[src/hdl/osa_ed_ram.sv]
// Generic single write port, single read port RAM with registered read data.
`default_nettype none

module osa_ed_ram #(
    parameter int WIDTH = 8,
    parameter int DEPTH = 64
) (
    input  wire logic                                    i_clk,
    input  wire logic                                    i_we,
    input  wire logic [((DEPTH > 1) ? $clog2(DEPTH) : 1)-1:0] i_waddr,
    input  wire logic [WIDTH-1:0]                        i_wdata,
    input  wire logic                                    i_re,
    input  wire logic [((DEPTH > 1) ? $clog2(DEPTH) : 1)-1:0] i_raddr,
    output logic      [WIDTH-1:0]                        o_rdata
);

    logic [WIDTH-1:0] r_mem [0:DEPTH-1];

    // Write port.
    always_ff @(posedge i_clk) begin
        if (i_we) begin
            r_mem[i_waddr] <= i_wdata;
        end
    end

    // Registered read port.
    always_ff @(posedge i_clk) begin
        if (i_re) begin
            o_rdata <= r_mem[i_raddr];
        end
    end

endmodule

`default_nettype wire

[config.mk]
export PLATFORM = sky130hd
export DESIGN_NAME = osa_ed_ram
export DESIGN_NICKNAME = d
export VERILOG_FILES = /design/src/hdl/osa_ed_ram.sv
export SDC_FILE = /design/constraint.sdc
export NUM_CORES = 1
export LEC_CHECK = 0
export BUFFER_PORTS_ARGS = -buffer_cell sky130_fd_sc_hd__clkbuf_2
export CAP_MARGIN = 25
export CORE_MARGIN = 1.5
export CORE_UTILIZATION = 30
export CTS_CLUSTER_DIAMETER = 150
export DETAILED_ROUTE_END_ITERATION = 8
export GPL_ROUTABILITY_DRIVEN = 0
export PLACE_DENSITY = 0.47
export SYNTH_ARGS = -nofsm -noshare
export SYNTH_HDL_FRONTEND = slang
export SYNTH_SLANG_ARGS = --single-unit
[constraint.sdc]
create_clock -name i_clk -period 4.05 [get_ports i_clk]
set_input_delay 0.405 -clock i_clk [delete_from_list [all_inputs] [get_ports i_clk]]
set_output_delay 0.405 -clock i_clk [all_outputs]
set_load 0.02 [all_outputs]
# Word level (Yosys, flattened, before mapping)
# Memory sizes are Yosys's and may differ from the RTL's. A register that Yosys moved wholly into a read port is not among the register bits.
# Cells that the tools add are included.
# classes
mux	2
# ops
operator	n
$mux W1	2
# totals
mem_count	1
out_inout_bits	8
ram_bits	512
input_bits	23
reg_bits	0
wordCells	3
# memory_table
memory	words	word_bits	rd	rd_ports_with_merged_regs	write_ports	line_no	text
r_mem	64	8	1	1	1	17	logic [WIDTH-1:0] r_mem [0:DEPTH-1];

# Depth between registers and ports, before layout
# depth
ltp_word	2
mapped_depth	9
depth_no_buf	5

# Least setup slack after synthesis
# OpenSTA, ideal clock, no wires.
# synth_path
path_type	input -> register
from	input port i_raddr[1] (netlist bit)
to	register o_rdata[3] (read register of r_mem), data pin
slack_ps	1839
required_time_ps	3784
path_stages	7
setup_ps	266
n_path_buf	3
t_arrival_ps	1945
cell_sequence	buf_4 > buf_2 > buf_2 > mux4_2 > mux4_2 > o21ai_1 > o41ai_1
# synth_rtl
item	line_no	text
start, declared	13	input wire logic [((DEPTH > 1) ? $clog2(DEPTH) : 1)-1:0] i_raddr,
end, declared	14	output logic [WIDTH-1:0] o_rdata

==> flow_metrics.env <==
export IMPL_wl_met1_um=21500
export IMPL_post_place_ws_ns=0.885
export IMPL_syn_cell_area_um2=20200
export IMPL_seqPwrFrac_pct=54.6
export IMPL_internal_power_w=0.00863
export IMPL_ant_nets=0
export IMPL_worst_setup_path_type="in2reg"
export IMPL_ys_top_cells_by_area="edfxtp_1 77%, mux4_2 14%, nor2_1 1.5%"
export IMPL_clk_latency_ns=0.59
export IMPL_synth_fp_nets=963
export IMPL_cp_max_fo=42
export IMPL_drt_iter0_drc=706
export IMPL_cts_tree="yes"
export IMPL_area_growth_pct=13.9
export IMPL_routedWlPerCell_um=25.4
export IMPL_synth_most_common_cell="edfxtp_1"
export IMPL_grt_max_degree=65
export IMPL_ios=31
export IMPL_clk_pin_slew_ns=0.06
export IMPL_dp_cells=1832
export IMPL_viasPerCell=4.90
export IMPL_htree_levels=2
export IMPL_route_top_layer_used="met5"
export IMPL_yosys_area_top_type="edfxtp_1"
export IMPL_dp_hpwl_um=30600
export IMPL_slew_headroom_pct=32.5
export IMPL_leakagePower_nw=7.05
export IMPL_fp_dieW_um=263
export IMPL_finalNonFillerCells=1924
export IMPL_seq_area_frac_synth_pct=77.1
export IMPL_dieArea_um2=69100
export IMPL_drc=0
export IMPL_ys_warn_count=0
export IMPL_fin_ws_ns=1.70
export IMPL_cts_made_buffers=52
export IMPL_grt_util_all_layers_pct=14.2
export IMPL_cap_viol_max_count=0
export IMPL_power_switching_w=0.00233
export IMPL_cp_slowest_stage_delay_ns=0.53
export IMPL_insertedDiodeCount=0
export IMPL_vias=9429
export IMPL_hold_path_class="in2reg"
export IMPL_setup_violations=0
export IMPL_ys_top_cells_by_count="520 x edfxtp_1, 126 x mux4_2, 83 x nor2_1"
export IMPL_worst_pin_slew_ns=1.01
export IMPL_cts_max_path_buffers=3
export IMPL_dr_wl_met3_um=2740
export IMPL_combinationalPowerShare_pct=5.2
export IMPL_wl_met2_um=23400
export IMPL_slew_viol_final=0
export IMPL_synthCells=940
export IMPL_hold_viol=0
export IMPL_ys_types=39
export IMPL_synth_edf_count=520
export IMPL_nets=1036
export IMPL_status="completed"
export IMPL_worst_setup_path_end_kind="flop"
export IMPL_grt_ovfl_total=0
export IMPL_layout_min_cycle_time_ns=2.35
export IMPL_grt_pass1_vias=9696
export IMPL_drtPass1Iterations=5
export IMPL_cts_hold_buf=0
export IMPL_placementRows=95
export IMPL_arrival_ns=2.68
export IMPL_cp_start_kind="primary input"
export IMPL_fin_skew_ns=0.0146
export IMPL_required_ns=4.38
export IMPL_place_area_um2=21500
export IMPL_ir_worst_vdd_mv=0.254
export IMPL_crit_slowest_cell="buf_4"
export IMPL_tns_ns=0
export IMPL_max_freq_mhz=425
export IMPL_clockRootBuffer="clkbuf_16"
export IMPL_routed_wl_um=48900
export IMPL_synthArstFlopShare_pct=0
export IMPL_rsz0062_at_grt="no"
export IMPL_core_area_um2=67000
export IMPL_synth_top_area_share_pct=77.1
export IMPL_avgSynthCellArea_um2=21.5
export IMPL_grt_pass1_wl_um=70300
export IMPL_ys_seq_elements=520
export IMPL_grt_antenna_before_repair=2
export IMPL_p_per_area_nw_per_um2=475
export IMPL_start_util_pct=30.2
export IMPL_synth_flop_cell="edfxtp_1"
export IMPL_cts_setup_buffers=0
export IMPL_crit_chain="buf_4 > buf_12 > mux4_2 > mux2_2 > a221oi_1 > o2bb2ai_1"
export IMPL_design_area_um2=23100
export IMPL_cts_repair_resized=0
export IMPL_portBuffers=30
export IMPL_period_share_pct=58.1
export IMPL_dieHeight_um=263
export IMPL_clkPwrFrac_pct=40.2
export IMPL_clock_sinks=520
export IMPL_drive_gt1_share_pct=26.1
export IMPL_sw_frac_of_total_pct=21.3
-- power by group through the flow --
| stage | Sequential [W] | Clock (W) | Combinational, W |
|---|---|---|---|
| after floorplan | 0.00610 | 0 | 0.000318 |
| after global routing | 0.00599 | 0.00471 | 0.000616 |
| after global placement | 0.00610 | 0 | 0.000583 |
| final | 0.00599 | 0.00440 | 0.000572 |
| after detailed placement | 0.00610 | 0 | 0.000588 |
| after CTS | 0.00599 | 0.00451 | 0.000589 |
-- state kept, by name, indices dropped and copies added, names as in the netlist --
signal and cells:
r_mem 512, o_rdata 8
-- routing by layer --
layer / vias up / track usage (%)
met5: - / 0
met4: 4 / 4.16
met3: 72 / 2.87
met2: 244 / 22.4
met1: 5022 / 19.8
li1: 4087 / -
-- worst max-delay path, delay by kind of cell --
| kind | cells | cell delay [ns] |
|---|---|---|
| multiplexers | 2 | 0.84 |
| buffers and inverters | 2 | 0.83 |
| AO/OA/AOI/OAI | 2 | 0.59 |
-- path summary, 6_finish.rpt --
kind | start | cells past startpoint | slack (ns) | end
worst max register to register | r_mem[21][6] | 5 | 1.84 | o_rdata[6]
worst max-delay path | i_raddr[1] | 6 | 1.70 | o_rdata[2]
worst min-delay path | i_re | 1 | 0.27 | o_rdata[4]
worst min register to register | r_mem[22][2] | 4 | 0.92 | o_rdata[2]
-- cell type report --
| cell class | instances | area, um2 |
|---|---|---|
| fill | 6282 | 44000 |
| sequential | 520 | 15600 |
| multi-input combinational | 369 | 4330 |
| clock buffer | 68 | 1380 |
| tap | 873 | 1090 |
| timing repair buffer | 70 | 514 |
| clock inverter | 24 | 131 |
-- stage by stage --
stage	total power [W]	hold slack [ns]	utilization (%)
after global placement	0.00668	0.868	32.1
after CTS	0.0111	0.241	34.4
final	0.0110	0.269	34.4
after detailed placement	0.00669	0.866	32.1
after floorplan	0.00642	0.504	-
after global routing	0.0113	0.258	34.4
-- cells in the final DEF (no fill, tap or decap), types with 2 or more instances in the layout --
cell         n
edfxtp_1   520
mux4_2     126
nor2_1      83
clkbuf_16   53
buf_4       38
clkbuf_2    27
mux2i_1     23
nand2_1     19
clkinv_1    16
clkbuf_1    15
nor2b_1     14
mux2_2      13
nand3_1     13
o221ai_1     8
o22ai_1      8
nand2b_1     7
a221oi_1     6
nor3_1       5
clkinv_2     5
a211oi_1     4
buf_12       4
nand3b_1     3
a21oi_1      3
a22oi_1      3
o2111ai_1    3
o2bb2ai_1    3
o221a_2      2
nor4_1       2
o32ai_1      2
a2111oi_0    2
o21a_1       2
o21ai_1      2
o41ai_1      2
nor3_2       2
nand4_1      2
o21ai_0      2
-- cell families after synthesis --
family,synth area share [%]
buffers and inverters,1.56
and+or+nand+nor,3.37
DFF,77.1
AOI/OAI and AO/OA,2.06
muxes,15.9
Power figures use the tool's default switching activity.
