File: config.mk
export PLATFORM = sky130hd
export DESIGN_NAME = osa_ed_cell
export DESIGN_NICKNAME = d
export VERILOG_FILES = /design/src/hdl/osa_ed_pkg.sv /design/src/hdl/osa_ed_cell.sv
export SDC_FILE = /design/constraint.sdc
export NUM_CORES = 1
export LEC_CHECK = 0
export BUFFER_PORTS_ARGS = -buffer_cell sky130_fd_sc_hd__buf_2
export CORE_UTILIZATION = 46
export CTS_CLUSTER_SIZE = 20
export DETAILED_ROUTE_END_ITERATION = 8
export MAX_ROUTING_LAYER = met4
export PLACE_DENSITY = 0.85
export SLEW_MARGIN = 20
export SYNTH_ARGS = -nofsm -noshare
export SYNTH_HDL_FRONTEND = slang
export SYNTH_SLANG_ARGS = --single-unit
export TNS_END_PERCENT = 100
File: constraint.sdc
create_clock -name i_clk -period 5.84 [get_ports i_clk]
set_input_delay 0.292 -clock i_clk [delete_from_list [all_inputs] [get_ports i_clk]]
set_output_delay 0.292 -clock i_clk [all_outputs]
set_load 0.02 [all_outputs]
File: src/hdl/osa_ed_pkg.sv
// Shared constants, types and helpers of the edit distance core.
`default_nettype none

package osa_ed_pkg;

    // Capacity of each string in bytes.
    localparam int MAX_LEN  = 64;
    // Width of a length, a column index or a table value (holds 0..MAX_LEN).
    localparam int CW       = $clog2(MAX_LEN + 1);
    // Address width of the first string memory.
    localparam int AW       = (MAX_LEN > 1) ? $clog2(MAX_LEN) : 1;
    localparam int CHAR_W   = 8;
    localparam int REQ_W    = 2;
    localparam int DIST_W   = 7;
    localparam int DIST_CAP = 127;

    // Request codes of an input item.
    typedef enum logic [REQ_W-1:0] {
        REQ_FIRST   = 2'd0,
        REQ_SECOND  = 2'd1,
        REQ_COMPUTE = 2'd2
    } t_req;

    // Controller states.
    typedef enum logic [1:0] {
        ST_IDLE,
        ST_RUN,
        ST_DRAIN
    } t_state;

    // One row step travelling from a cell to its right neighbor.
    typedef struct packed {
        logic              valid;
        logic              last;
        logic              trans_ok;
        logic [CHAR_W-1:0] ch;
        logic [CHAR_W-1:0] pch;
        logic [CW-1:0]     left;
        logic [CW-1:0]     diag;
        logic [CW-1:0]     tdiag;
    } t_wave;

    // Byte load into the cell that holds one position of the second string.
    typedef struct packed {
        logic              en;
        logic [CW-1:0]     idx;
        logic [CHAR_W-1:0] ch;
    } t_load;

    // Clamp a table value to the distance field.
    function automatic logic [DIST_W-1:0] sat_dist(input logic [CW-1:0] v);
        logic [DIST_W-1:0] r;
        if (32'(v) > 32'(DIST_CAP)) begin
            r = DIST_W'(DIST_CAP);
        end else begin
            r = DIST_W'(v);
        end
        return r;
    endfunction

endpackage

`default_nettype wire

File: src/hdl/osa_ed_cell.sv
// One column cell of the systolic edit distance array.
`default_nettype none

module osa_ed_cell (
    input  wire logic                               i_clk,
    input  wire logic                               i_rst_n,
    input  wire logic [osa_ed_pkg::CW-1:0]          i_col,
    input  wire logic                               i_first_col,
    input  wire osa_ed_pkg::t_load                  i_load,
    input  wire logic                               i_start,
    input  wire osa_ed_pkg::t_wave                  i_wave,
    input  wire logic [osa_ed_pkg::CHAR_W-1:0]      i_left_ch,
    output logic      [osa_ed_pkg::CHAR_W-1:0]      o_ch,
    output osa_ed_pkg::t_wave                       o_wave
);

    logic [osa_ed_pkg::CHAR_W-1:0] r_ch;
    logic [osa_ed_pkg::CW-1:0]     r_prev;
    logic [osa_ed_pkg::CW-1:0]     r_hold;
    osa_ed_pkg::t_wave             r_wave;

    logic                          cost;
    logic                          trans;
    logic [osa_ed_pkg::CW:0]       s_up;
    logic [osa_ed_pkg::CW:0]       s_left;
    logic [osa_ed_pkg::CW:0]       s_diag;
    logic [osa_ed_pkg::CW:0]       s_tr;
    logic [osa_ed_pkg::CW:0]       m_a;
    logic [osa_ed_pkg::CW:0]       m_b;
    logic [osa_ed_pkg::CW:0]       m_c;
    logic [osa_ed_pkg::CW-1:0]     n_val;

    // Table entry for this column: the cheapest of insert, delete,
    // substitute and, where the bytes cross, transpose.
    always_comb begin
        cost   = (i_wave.ch != r_ch);
        s_up   = {1'b0, r_prev} + {{osa_ed_pkg::CW{1'b0}}, 1'b1};
        s_left = {1'b0, i_wave.left} + {{osa_ed_pkg::CW{1'b0}}, 1'b1};
        s_diag = {1'b0, i_wave.diag} + {{osa_ed_pkg::CW{1'b0}}, cost};
        s_tr   = {1'b0, i_wave.tdiag} + {{osa_ed_pkg::CW{1'b0}}, 1'b1};
        trans  = !i_first_col && i_wave.trans_ok &&
                 (i_wave.ch == i_left_ch) && (i_wave.pch == r_ch);
        m_a    = (s_up < s_left) ? s_up : s_left;
        m_b    = (s_diag < m_a) ? s_diag : m_a;
        m_c    = (trans && (s_tr < m_b)) ? s_tr : m_b;
        n_val  = m_c[osa_ed_pkg::CW-1:0];
    end

    // Byte of the second string held by this column.
    always_ff @(posedge i_clk) begin
        if (i_load.en && (i_load.idx == (i_col - osa_ed_pkg::CW'(1)))) begin
            r_ch <= i_load.ch;
        end
    end

    // Column state and the step handed to the neighbor.
    always_ff @(posedge i_clk) begin
        // Step valid moves one cell to the right each cycle.
        if (!i_rst_n) begin
            r_wave.valid <= 1'b0;
        end else begin
            r_wave.valid <= i_wave.valid;
        end
        if (i_start) begin
            r_prev <= i_col;
        end else if (i_wave.valid) begin
            r_prev          <= n_val;
            r_hold          <= i_wave.diag;
            r_wave.last     <= i_wave.last;
            r_wave.trans_ok <= i_wave.trans_ok;
            r_wave.ch       <= i_wave.ch;
            r_wave.pch      <= i_wave.pch;
            r_wave.left     <= n_val;
            r_wave.diag     <= r_prev;
            r_wave.tdiag    <= r_hold;
        end
    end

    assign o_ch   = r_ch;
    assign o_wave = r_wave;

endmodule

`default_nettype wire

Yosys cells after proc, flatten, opt, wreduce, memory -nomap -nowiden:

Index checks and enable logic that the tools add are counted.
Widths: inputs -> output; s select.

* flip-flop bits (word level): 62
* latch bits: 0
* memory bits (writable): 0
* bits in read-only memories: 0
* output and inout port bits: 48
* word-level logic and storage cells: 37
* memories: 0

* $add $sub $neg: 5
* multiply operators: 0
* divide/modulo/power cells: 0
* magnitude comparators: 3
* equal/unequal tests: 4
* shift-type cells: 0
* mux-type cells: 5
* bitwise gates (word level): 1
* reductions and logical operators: 8

Operator list (count)
* $add 7x1->8 const B: 3
* $lt 8x8->1: 3
* $mux 7: 3
* $eq 8x8->1: 2
* $mux 8: 2
* $add 7x1->8: 1
* $ne 8x8->1: 1
* $eq 7x7->1: 1
* $sub 7x1->7 const B: 1
* $logic_and 1x1->1: 5
* $reduce_and 2->1: 1
* $reduce_bool 2->1: 1
* $logic_not 1->1: 1
* $not 1->1: 1

Longest topological paths before layout:

* depth in word-level cells: 10
* gate-level depth with buffers: 29

Worst setup path after synthesis:

Ideal clock, no wire load.

* path type: reg-to-reg
* start point: reg r_prev[0] (netlist name)
* end point: reg r_prev[4] (netlist name), data pin
* library setup time: 270 ps
* arrival time: 5399 ps
* data required time: 5570 ps
* slack: 171 ps
* stages on the path, launching flop included: 23
* clock period less this slack: 5669 ps
* path through: edfxtp_1 > ha_1 > ha_1 > a2111oi_0 > o21bai_1 > o211a_2 > a21oi_1 > a21oi_1 > ha_1 > nand4_1 > or2_2 > a221o_2 > and2_4 > buf_6 > a21oi_1 > ha_1 > a21o_1 > a21o_1 > a211oi_1 > nand3b_1 > o41ai_4 > buf_2 > o31ai_1

* cells in the longest elaborated chain, start to end: 10

RTL lines
* start: declaration: line osa_ed_cell.sv:18 `logic [osa_ed_pkg::CW-1:0] r_prev;`
* start signal: assignment: line osa_ed_cell.sv:65 `r_prev <= i_col;`
* start signal: assignment: line osa_ed_cell.sv:67 `r_prev <= n_val;`
* $add 7x1->8 (*): line osa_ed_cell.sv:37 `s_up = {1'b0, r_prev} + {{osa_ed_pkg::CW{1'b0}}, 1'b1};`
* $lt 8x8->1: line osa_ed_cell.sv:43 `m_a = (s_up < s_left) ? s_up : s_left;`
* $mux 8 (*): line osa_ed_cell.sv:43
* $lt 8x8->1: line osa_ed_cell.sv:44 `m_b = (s_diag < m_a) ? s_diag : m_a;`
* $mux 8 (*): line osa_ed_cell.sv:44
* $lt 8x8->1: line osa_ed_cell.sv:45 `m_c = (trans && (s_tr < m_b)) ? s_tr : m_b;`
* $logic_and 1x1->1: line osa_ed_cell.sv:45
* $mux 7 (*): line osa_ed_cell.sv:45
* $mux 7 (*): line osa_ed_cell.sv:66 `end else if (i_wave.valid) begin`
* $mux 7 (*): line osa_ed_cell.sv:64 `if (i_start) begin`

Every way passes the cells marked *; elsewhere a longest branch is shown, timed or not. The select of a mux whose other input is x is not followed.
A chain may end at the register's enable or synchronous reset.

Worst setup path after layout:

* start point: reg r_prev[0] (netlist name)
* end point: reg r_prev[0] (netlist name), data pin

* cells in the longest elaborated chain, start to end: 10

RTL lines
* $add 7x1->8 (*): line osa_ed_cell.sv:37
* $lt 8x8->1: line osa_ed_cell.sv:43
* $mux 8 (*): line osa_ed_cell.sv:43
* $lt 8x8->1: line osa_ed_cell.sv:44
* $mux 8 (*): line osa_ed_cell.sv:44
* $lt 8x8->1: line osa_ed_cell.sv:45
* $logic_and 1x1->1: line osa_ed_cell.sv:45
* $mux 7 (*): line osa_ed_cell.sv:45
* via m_c, one bit: line osa_ed_cell.sv:30 `logic [osa_ed_pkg::CW:0] m_c;`
* $mux 7 (*): line osa_ed_cell.sv:66
* $mux 7 (*): line osa_ed_cell.sv:64

The timed path passes the listed nets; every way through them passes the cells marked *. The select of a mux whose other input is x is not followed.

==> results.md <==
- Status: finished clean
- First drt pass iteration count: 5
- Area of the core: 7807 sq um
- Clock share of power: 24.0%
- Critical Path Max Stage Delay: 0.44 ns
- Critical Path End Type: flop
- Sequential share of power: 32.4%
- Synth Net Count: 432
- Max-cap violations: 0
- Hold depth: 1
- Layout area overhead: 38.34%
- Critical Path RT: 6.02 ns
- Number of port buffers: 122
- Mapped cell area: 3762 sq um
- Die W: 92.44 microns
- Crit-path leading delay family: compound AO/OA/AOI/OAI gates
- Fin Clk Skew: 0.008845 ns
- Largest net degree at the start of global routing: 47
- Worst R2R Path Depth: 26
- Seq/Total Area, Yosys: 49.22%
- Vias in the first global route: 3176
- Worst-skew pair later-pin latency: 0.34 ns
- Post-Syn Instances: 332
- Register Area: 1852 sq um
- DRC violations left: 0
- Most frequent cells in the layout: 122 x buf_2, 61 x edfxtp_1, 36 x xor2_1
- Worst hold path class: primary input to flop
- Clk pin slew, worst setup/hold paths: 0.08 ns
- Final WL: 10180 microns
- RSZ-0062 raised after global routing: yes
- Internal power: 1142 uW
- Placed inst area: 4653 sq um
- Design Area, Final: 5205 sq um
- P_sw: 614.9 uW
- Placed cells: 574
- Footprint of the multi-input gates: 2059 sq um
- Most common flop cell mapped by yosys: edfxtp_1
- Initial antenna violation count: 0
- Commonest non-fill, non-tap cell in the layout: buf_2
- Filler cells: 619
- Combinational Power Share: 43.6%
- GPL Wtd Cong: 0.9211
- Worst vdd ir: 0.0001569 V
- Yosys reg bits: 62
- Critical Path End: r_prev[0]
- Worst r2r src: r_prev[0]
- EDFF count, synth: 61
- Final setup violation count: 0
- Layout cells sized above 1: 45.11%
- Wire per inst: 16.89 microns
- Grt total ovfl: 0
- Pin slew with the least headroom to its limit: 0.6453 ns
- Fmax: 171.9 MHz
- Row count: 32
- FF-to-FF setup slack: 0.02 ns
- Total GRT Usage: 24.47%
- Crit path depth: 26
- Via Count: 3301
- CTS tree: done
- Hpwl dp: 7675 microns
- Final Hold Vio Count: 0
- Rel. slew slack: 56.75%
- Vias/cell: 5.474
- Netlist cell types: 52
- TritonCTS buffer count: 9
- Clock buffer depth: 2
- Net Sw Frac: 35.00%
- Startpoint class of the critical path: flop
- Crit share post-route: 99.64%
- Final TNS setup: 0 ns
- Initial DRC count: 216
- Min Tclk post-route: 5.819 ns
- Post-DRT Antenna Nets: 0
- First-pass GRT wire length: 15590 microns
- Asr flop ratio synth: 0%
- Starting density of the core: 48.19%
- Pwr Density: 337.5 nW/um^2
- Ports: 123
- Pins Over Slew Limit: 0
- Diodes inserted: 0
- Layout Nets: 596
- Die Area: 8545 sq um
- Setup crit start: r_prev[0]
- Lkg Pwr: 0.002171 uW
- CTS Hold Bufs: 0
- Reg2Reg Capture Point: r_prev[0]
- CP bufs+invs: 4
- Max Fanout on Critical Path: 6
- Root Buffer: clkbuf_8
- YS warnings: 0
- Worst EP arrival: 6.00 ns
- Most used cell, CP: ha_1
- Synth Area per Inst: 11.33 sq um
- CTS Sinks: 62
- CP max-delay cell: edfxtp_1
- Final cell count without fillers: 603
- Crit path kind: flop to flop
- Die height: 92.44 microns
- H-tree depth: 3
- Final core occ: 66.67%
[synth_stat cells, types with 3 or more instances]
library cell  instances  area share [%]
clkbuf_1              3            0.30
nor2_1               17             1.7
a21o_1                4            0.80
nor2b_1               4            0.67
xnor2_1              11             2.6
and3_1                4            0.67
o211ai_1              4            0.80
xor2_1               37             8.6
a21oi_1              21             2.8
nor4_1                5            0.83
o21ai_1               5            0.67
nand3_1              17             2.3
a211oi_1              5             1.0
a22oi_1               3            0.60
ha_1                 25             8.3
o21a_1                4            0.80
o21ai_0               9             1.2
nand2_1              26             2.6
o2111ai_1             3            0.70
or2_2                 4            0.67
nor3_1                8             1.1
o31ai_1               5             1.0
edfxtp_1             61              49
inv_1                13             1.3
[routing by layer]
metal  up-vias  global-route usage [%]  wire, microns
met5         -                       -              0
met4         0                   7.292            148
met3        14                   3.612            483
met2       111                   40.74           5255
met1      1600                   30.97           4295
li1       1576                       -              -
[flip-flops by register name, summed over array words and instances (netlist names)]
| name | cells |
|---|---|
| o_wave | 40 |
| r_prev | 7 |
| r_hold | 7 |
| o_ch | 8 |
[cells by family (layout without fill, tap and decap cells)]
group           after synthesis  in the layout  share of synthesized area, %
compound gates               79             79                         15.50
buf+inv                      18            187                         2.029
mux                           2              2                        0.5321
fa+ha+maj                    25             25                         8.314
flops                        62             62                         49.22
xor+xnor                     48             48                         11.17
simple gates                 98             98                         13.24
[power by group through the flow]
stage | Clock [uW] | Sequential, uW | Combinational, uW
2_1_floorplan | 0 | 606 | 340
3_3_place_gp | 0 | 578 | 582
3_5_place_dp | 0 | 579 | 594
4_1_cts | 428 | 568 | 633
5_1_grt | 448 | 574 | 829
6_report | 422 | 570 | 765
[worst reg2reg max path, cell delays in order (launching register included)]
cell       delay, ns
edfxtp_1        0.44
buf_6           0.14
nand3_4         0.08
nor3_2          0.27
ha_1            0.31
inv_1           0.11
a2111oi_4       0.05
or2_2           0.34
buf_4           0.17
nand2_1         0.06
o21ai_0         0.21
ha_1            0.38
nand4_1         0.13
or2_4           0.24
a221o_2         0.36
and2_4          0.19
a21oi_2         0.15
ha_1            0.26
a21o_1          0.19
a21o_1          0.16
a211oi_2        0.28
nand3b_1        0.17
o41ai_4         0.33
buf_4           0.21
mux2i_2         0.24
nor2_1          0.06
a21oi_1         0.15
[stage by stage]
step | power [uW] | setup slack (ns) | hold WS, ns
final | 1757 | 0.02112 | 0.1177
after global routing | 1851 | -0.2875 | 0.1039
after CTS | 1629 | 0.002877 | 0.1095
after detailed placement | 1173 | -0.2423 | 0.4045
after global placement | 1160 | -0.01167 | 0.4009
after floorplan | 945.1 | 0.1710 | 0.3909
[cell type report]
class / count / share of cell area (%)
clock inverter: 7 / 1.875
clock buffer: 9 / 2.380
tap: 102 / 2.452
multi-input combinational: 252 / 39.57
timing repair buffer: 158 / 17.21
inverter: 13 / 0.9375
sequential: 62 / 35.58
[worst min-delay path by stage]
| stage | to | start |
|---|---|---|
| final | o_wave[38] | i_wave[38] |
| after global routing | o_wave[38] | i_wave[38] |
| after CTS | o_ch[3] | i_load[3] |
| after detailed placement | o_wave[0] | r_hold[0] |
| after global placement | o_wave[2] | r_hold[2] |
| after floorplan | o_ch[0] | i_load[0] |
[what timing repair did]
action	CTS	global route
gates resized for setup	9	38
endpoints found under the setup margin	13	14
pin swaps	4	20
setup buffers	5	8
(Power assumes the default switching activity.)
